### src/sv/pcrc_ram.sv
// Generic RAM: one write port, two read ports with registered read data.
// No dependencies.
`default_nettype none
module pcrc_ram #(
    parameter int WIDTH = 8,
    parameter int DEPTH = 64
) (
    input  wire logic                     clk,
    input  wire logic                     we,
    input  wire logic [$clog2(DEPTH)-1:0] waddr,
    input  wire logic [WIDTH-1:0]         wdata,
    input  wire logic [$clog2(DEPTH)-1:0] raddr0,
    output logic      [WIDTH-1:0]         rdata0,
    input  wire logic [$clog2(DEPTH)-1:0] raddr1,
    output logic      [WIDTH-1:0]         rdata1
);

    logic [WIDTH-1:0] mem [DEPTH];

    always_ff @(posedge clk)
    begin
        if (we)
        begin
            mem[waddr] <= wdata;
        end
        rdata0 <= mem[raddr0];
        rdata1 <= mem[raddr1];
    end

endmodule
`default_nettype wire

### config.mk
export PLATFORM = sky130hd
export DESIGN_NAME = pcrc_ram
export DESIGN_NICKNAME = d
export VERILOG_FILES = /design/src/sv/pcrc_ram.sv
export SDC_FILE = /design/constraint.sdc
export NUM_CORES = 1
export LEC_CHECK = 0
export ABC_CLOCK_PERIOD_IN_PS = 3100
export BUFFER_PORTS_ARGS = -buffer_cell sky130_fd_sc_hd__buf_4
export CAP_MARGIN = 20
export CORE_ASPECT_RATIO = 0.9
export CORE_MARGIN = 4
export CORE_UTILIZATION = 45
export CTS_BUF_LIST = sky130_fd_sc_hd__clkbuf_16
export DETAILED_ROUTE_END_ITERATION = 8
export GPL_TIMING_DRIVEN = 1
export PLACE_DENSITY = 0.61
export SETUP_SLACK_MARGIN = 0.3
export SYNTH_ARGS = -nofsm -noshare
export SYNTH_HDL_FRONTEND = slang
export SYNTH_SLANG_ARGS = --single-unit
### constraint.sdc
create_clock -name clk -period 3.1 [get_ports clk]
set_input_delay 0.62 -clock clk [delete_from_list [all_inputs] [get_ports clk]]
set_output_delay 0.62 -clock clk [all_outputs]
set_load 0.02 [all_outputs]
==> flow_summary_export.csv <==
group,metric,value,unit
run_status,status,"finished, final reports clean",
layout,postLayoutCoreUtil,52.30,%
logic_synthesis,yosysSeqAreaShare,64.66,%
global_routing,gr-usage-all-layers,23.60,%
logic_synthesis,synthesis.yosys.warnings,0,
setup_path,worst-path-max-fanout,15,
layout,fin_nets,1371,
setup_path,arrival,2.72,ns
logic_synthesis,ys_seq_elements,528,
setup_path,critical_path.top_delay_family,"multiplexers",
detailed_routing,vias_per_cell,6.440,
setup_path,r2r_start,"mem[55][3]$_DFFE_PP_",
global_routing,grt_pass1_wl,98.13,mm
setup_path,path_cells,"clkbuf_8, buf_12, mux4_2, mux4_2, o21ai_1, o22ai_1",
timing,tightestPinTransition,0.7695,ns
clock_network,postCtsHoldBufs,0,
timing,relSlewSlack,48.70,%
hold_path,min_path_type,"input pin to flop",
timing,finalSetupTns,0,ns
timing,setup_viol,0,
floorplan,die_x,252.8,µm
timing,fin_skew,0.02227,ns
logic_synthesis,synth_largest_area_cell,"edfxtp_1",
floorplan,core-area,0.05315,mm²
timing,fin_crit,2.263,ns
floorplan,io_pins,44,
timing,report.final.hold_viol_count,0,
clock_network,cts-buffers-inserted,53,
pwr,finalPower,15.31,mW
setup_path,setup.worst_path.end_class,"flop",
floorplan,row_count,80,
global_routing,antenna_found_initial,0,
placed_design,dp_hpwl,45.28,mm
logic_synthesis,syn-num-nets,1239,
logic_synthesis,syn_area,0.02427,mm²
detailed_routing,postRouteAntennaNets,0,
pwr,switching_share,22.80,%
timing,drv_slew,0,
hold_path,holdCritStartpoint,"raddr1[4]",
floorplan,dieArea,0.05773,mm²
global_routing,gr-usage-met1,35.71,%
global_routing,grt_max_degree,65,
clock_network,root_buffer,"clkbuf_16",
clock_network,clock_latency,0.60,ns
timing,fmax,441.8,MHz
pwr,p_comb_share,9.0,%
pwr,p_switching,3.491,mW
global_routing,grt_use_met3,4.221,%
detailed_routing,wl,67.72,mm
pwr,pwr-share-seq,52.0,%
placed_design,port_buffers,43,
detailed_routing,vias,13396,
layout,final_common_cell,"edfxtp_1",
detailed_routing,wl_per_cell,32.56,µm
global_routing,grt-busiest-layer,"met2",
timing,rsz0062_at_grt,"false",
placed_design,gp_congestion,0.8370,
detailed_routing,drtIter0Drc,1736,
setup_path,cpMostUsedCell,"mux4_2",
pwr,ir_worst_vdd,0.4117,mV
layout,drive_above_1_share,36.88,%
pwr,p_int,11.82,mW
setup_path,critPathRequiredTime,3.55,ns
clock_network,post_cts_resized,0,
setup_path,cp-startpoint,"raddr0[0]",
logic_synthesis,synth_area_per_cell,20.05,µm²
timing,post-route-period-util,73.01,%
setup_path,cpPeakStageDelay,0.54,ns
clock_network,clockBufferDepth,3,
pwr,clockPowerShare,39.0,%
clock_network,cts_tree,"yes",
logic_synthesis,synth_cell_types,38,
setup_path,startpoint_type,"input pin",
layout,diodes,0,
layout,area_growth,14.52,%
floorplan,fp.dieH,228.3,µm
flow_run,max_cap_viol_count,0,
clock_network,numClockSinks,528,
layout,most-common-layout-cells,"edfxtp_1 (512), mux4_2 (270), buf_4 (147)",
pwr,power_density,550.9,mW/mm²
logic_synthesis,synth.top_cell.area_share,63.34,%
global_routing,grt_use_met2,36.26,%
logic_synthesis,yosys-top-cells-area,"edfxtp_1 (63%), mux4_2 (25%), mux2i_1 (2.7%), dfxtp_1 (1.3%), nor2_1 (1.2%)",
clock_network,cts_max_level,2,
setup_path,crit_type,"input pin to flop",
clock_network,post_cts.repair.setup_buffers,0,
detailed_routing,remaining_drc_errors,0,
global_routing,gr-total-overflow,0,
logic_synthesis,syn_inst,1211,
floorplan,start_util,45.67,%
pwr,cellLeakagePower,9.027,nW
setup_path,crit_slowest_cell,"mux4_2",
setup_path,crit_buf_inv,2,
global_routing,first_global_vias,13692,
timing,whs,0.4116,ns
clock_network,clk_pin_slew,0.06,ns
detailed_routing,first_pass_iters,5,
## state kept, by name, indices dropped and copies added, names as in the netlist
| name | flops |
|---|---|
| mem | 512 |
| rdata0 | 8 |
| rdata1 | 8 |
## cell families (layout without fill, tap and decap cells)
family                 after synthesis  count (layout)  share of synthesized area (%)
DFF                                528             528                          64.66
muxes                              338             338                          27.86
and+or+nand+nor                    149             149                          2.685
AOI/OAI and AO/OA                  100             100                          2.809
buffers and inverters               96             268                          1.984
## metrics by stage
stage	area, µm²	setup slack (ns)	cells
floorplan	24270	0.6696	1211
global placement	26210	0.2639	1985
detailed placement	26210	0.2739	1985
CTS	27800	0.9104	2080
global route	27800	0.8010	2080
finish	27800	0.8367	2080
## worst min-delay path: stages
cell,delay [ns]
buf_4,0.18
nand3_1,0.08
nand3_1,0.07
## layout make-up
cell class / instances / area [µm²]
Multi-Input combinational cell: 587 / 8098
Sequential cell: 528 / 15700
Clock buffer: 53 / 1326
Inverter: 3 / 11.26
Clock inverter: 42 / 262.8
Timing Repair Buffer: 170 / 1534
Tap cell: 697 / 872.1
Fill cell: 4187 / 25350
## power groups by stage
stage	clock, mW	combinational [mW]	sequential (mW)
floorplan	0	0.769	8.11
global placement	0	1.38	8.11
detailed placement	0	1.39	8.11
CTS	6.09	1.39	7.96
global route	6.41	1.46	7.96
finish	5.97	1.38	7.96
## cells in the mapped netlist
library cell / n
a2111oi_0: 2
a211oi_1: 2
a21oi_1: 10
a221o_1: 5
a221oi_1: 7
a22oi_1: 14
a311o_1: 1
a32oi_1: 1
and2_1: 3
buf_1: 11
buf_2: 31
buf_4: 12
buf_6: 5
clkbuf_1: 34
dfxtp_1: 16
edfxtp_1: 512
inv_1: 2
inv_2: 1
mux2_2: 2
mux2i_1: 66
mux4_2: 270
nand2_1: 28
nand2b_1: 6
nand3_1: 20
nand3b_1: 2
nand4_1: 3
nand4b_1: 1
nor2_1: 75
nor2b_1: 8
nor3_1: 2
o2111ai_1: 1
o211ai_1: 3
o21ai_0: 17
o21ai_1: 7
o221ai_1: 5
o22ai_1: 20
o31a_1: 5
or3_1: 1
## path summary, 6_finish.rpt
path	endpoint	slack, ns	cells after the start
worst max register to register	rdata0[3]$_DFF_P_	0.96	4
worst max-delay path	rdata0[3]$_DFF_P_	0.84	6
worst min register to register	rdata1[7]$_DFF_P_	0.91	5
worst min-delay path	rdata1[7]$_DFF_P_	0.41	3
## layer usage
| layer | routed length [µm] | share of wire (%) | up-vias |
|---|---|---|---|
| met5 | 0 | 0 | - |
| met4 | 1645 | 2.4 | 0 |
| met3 | 5224 | 7.7 | 96 |
| met2 | 31780 | 47 | 562 |
| met1 | 29070 | 43 | 7246 |
| li1 | - | - | 5492 |
Power figures use the tool's default switching activity.
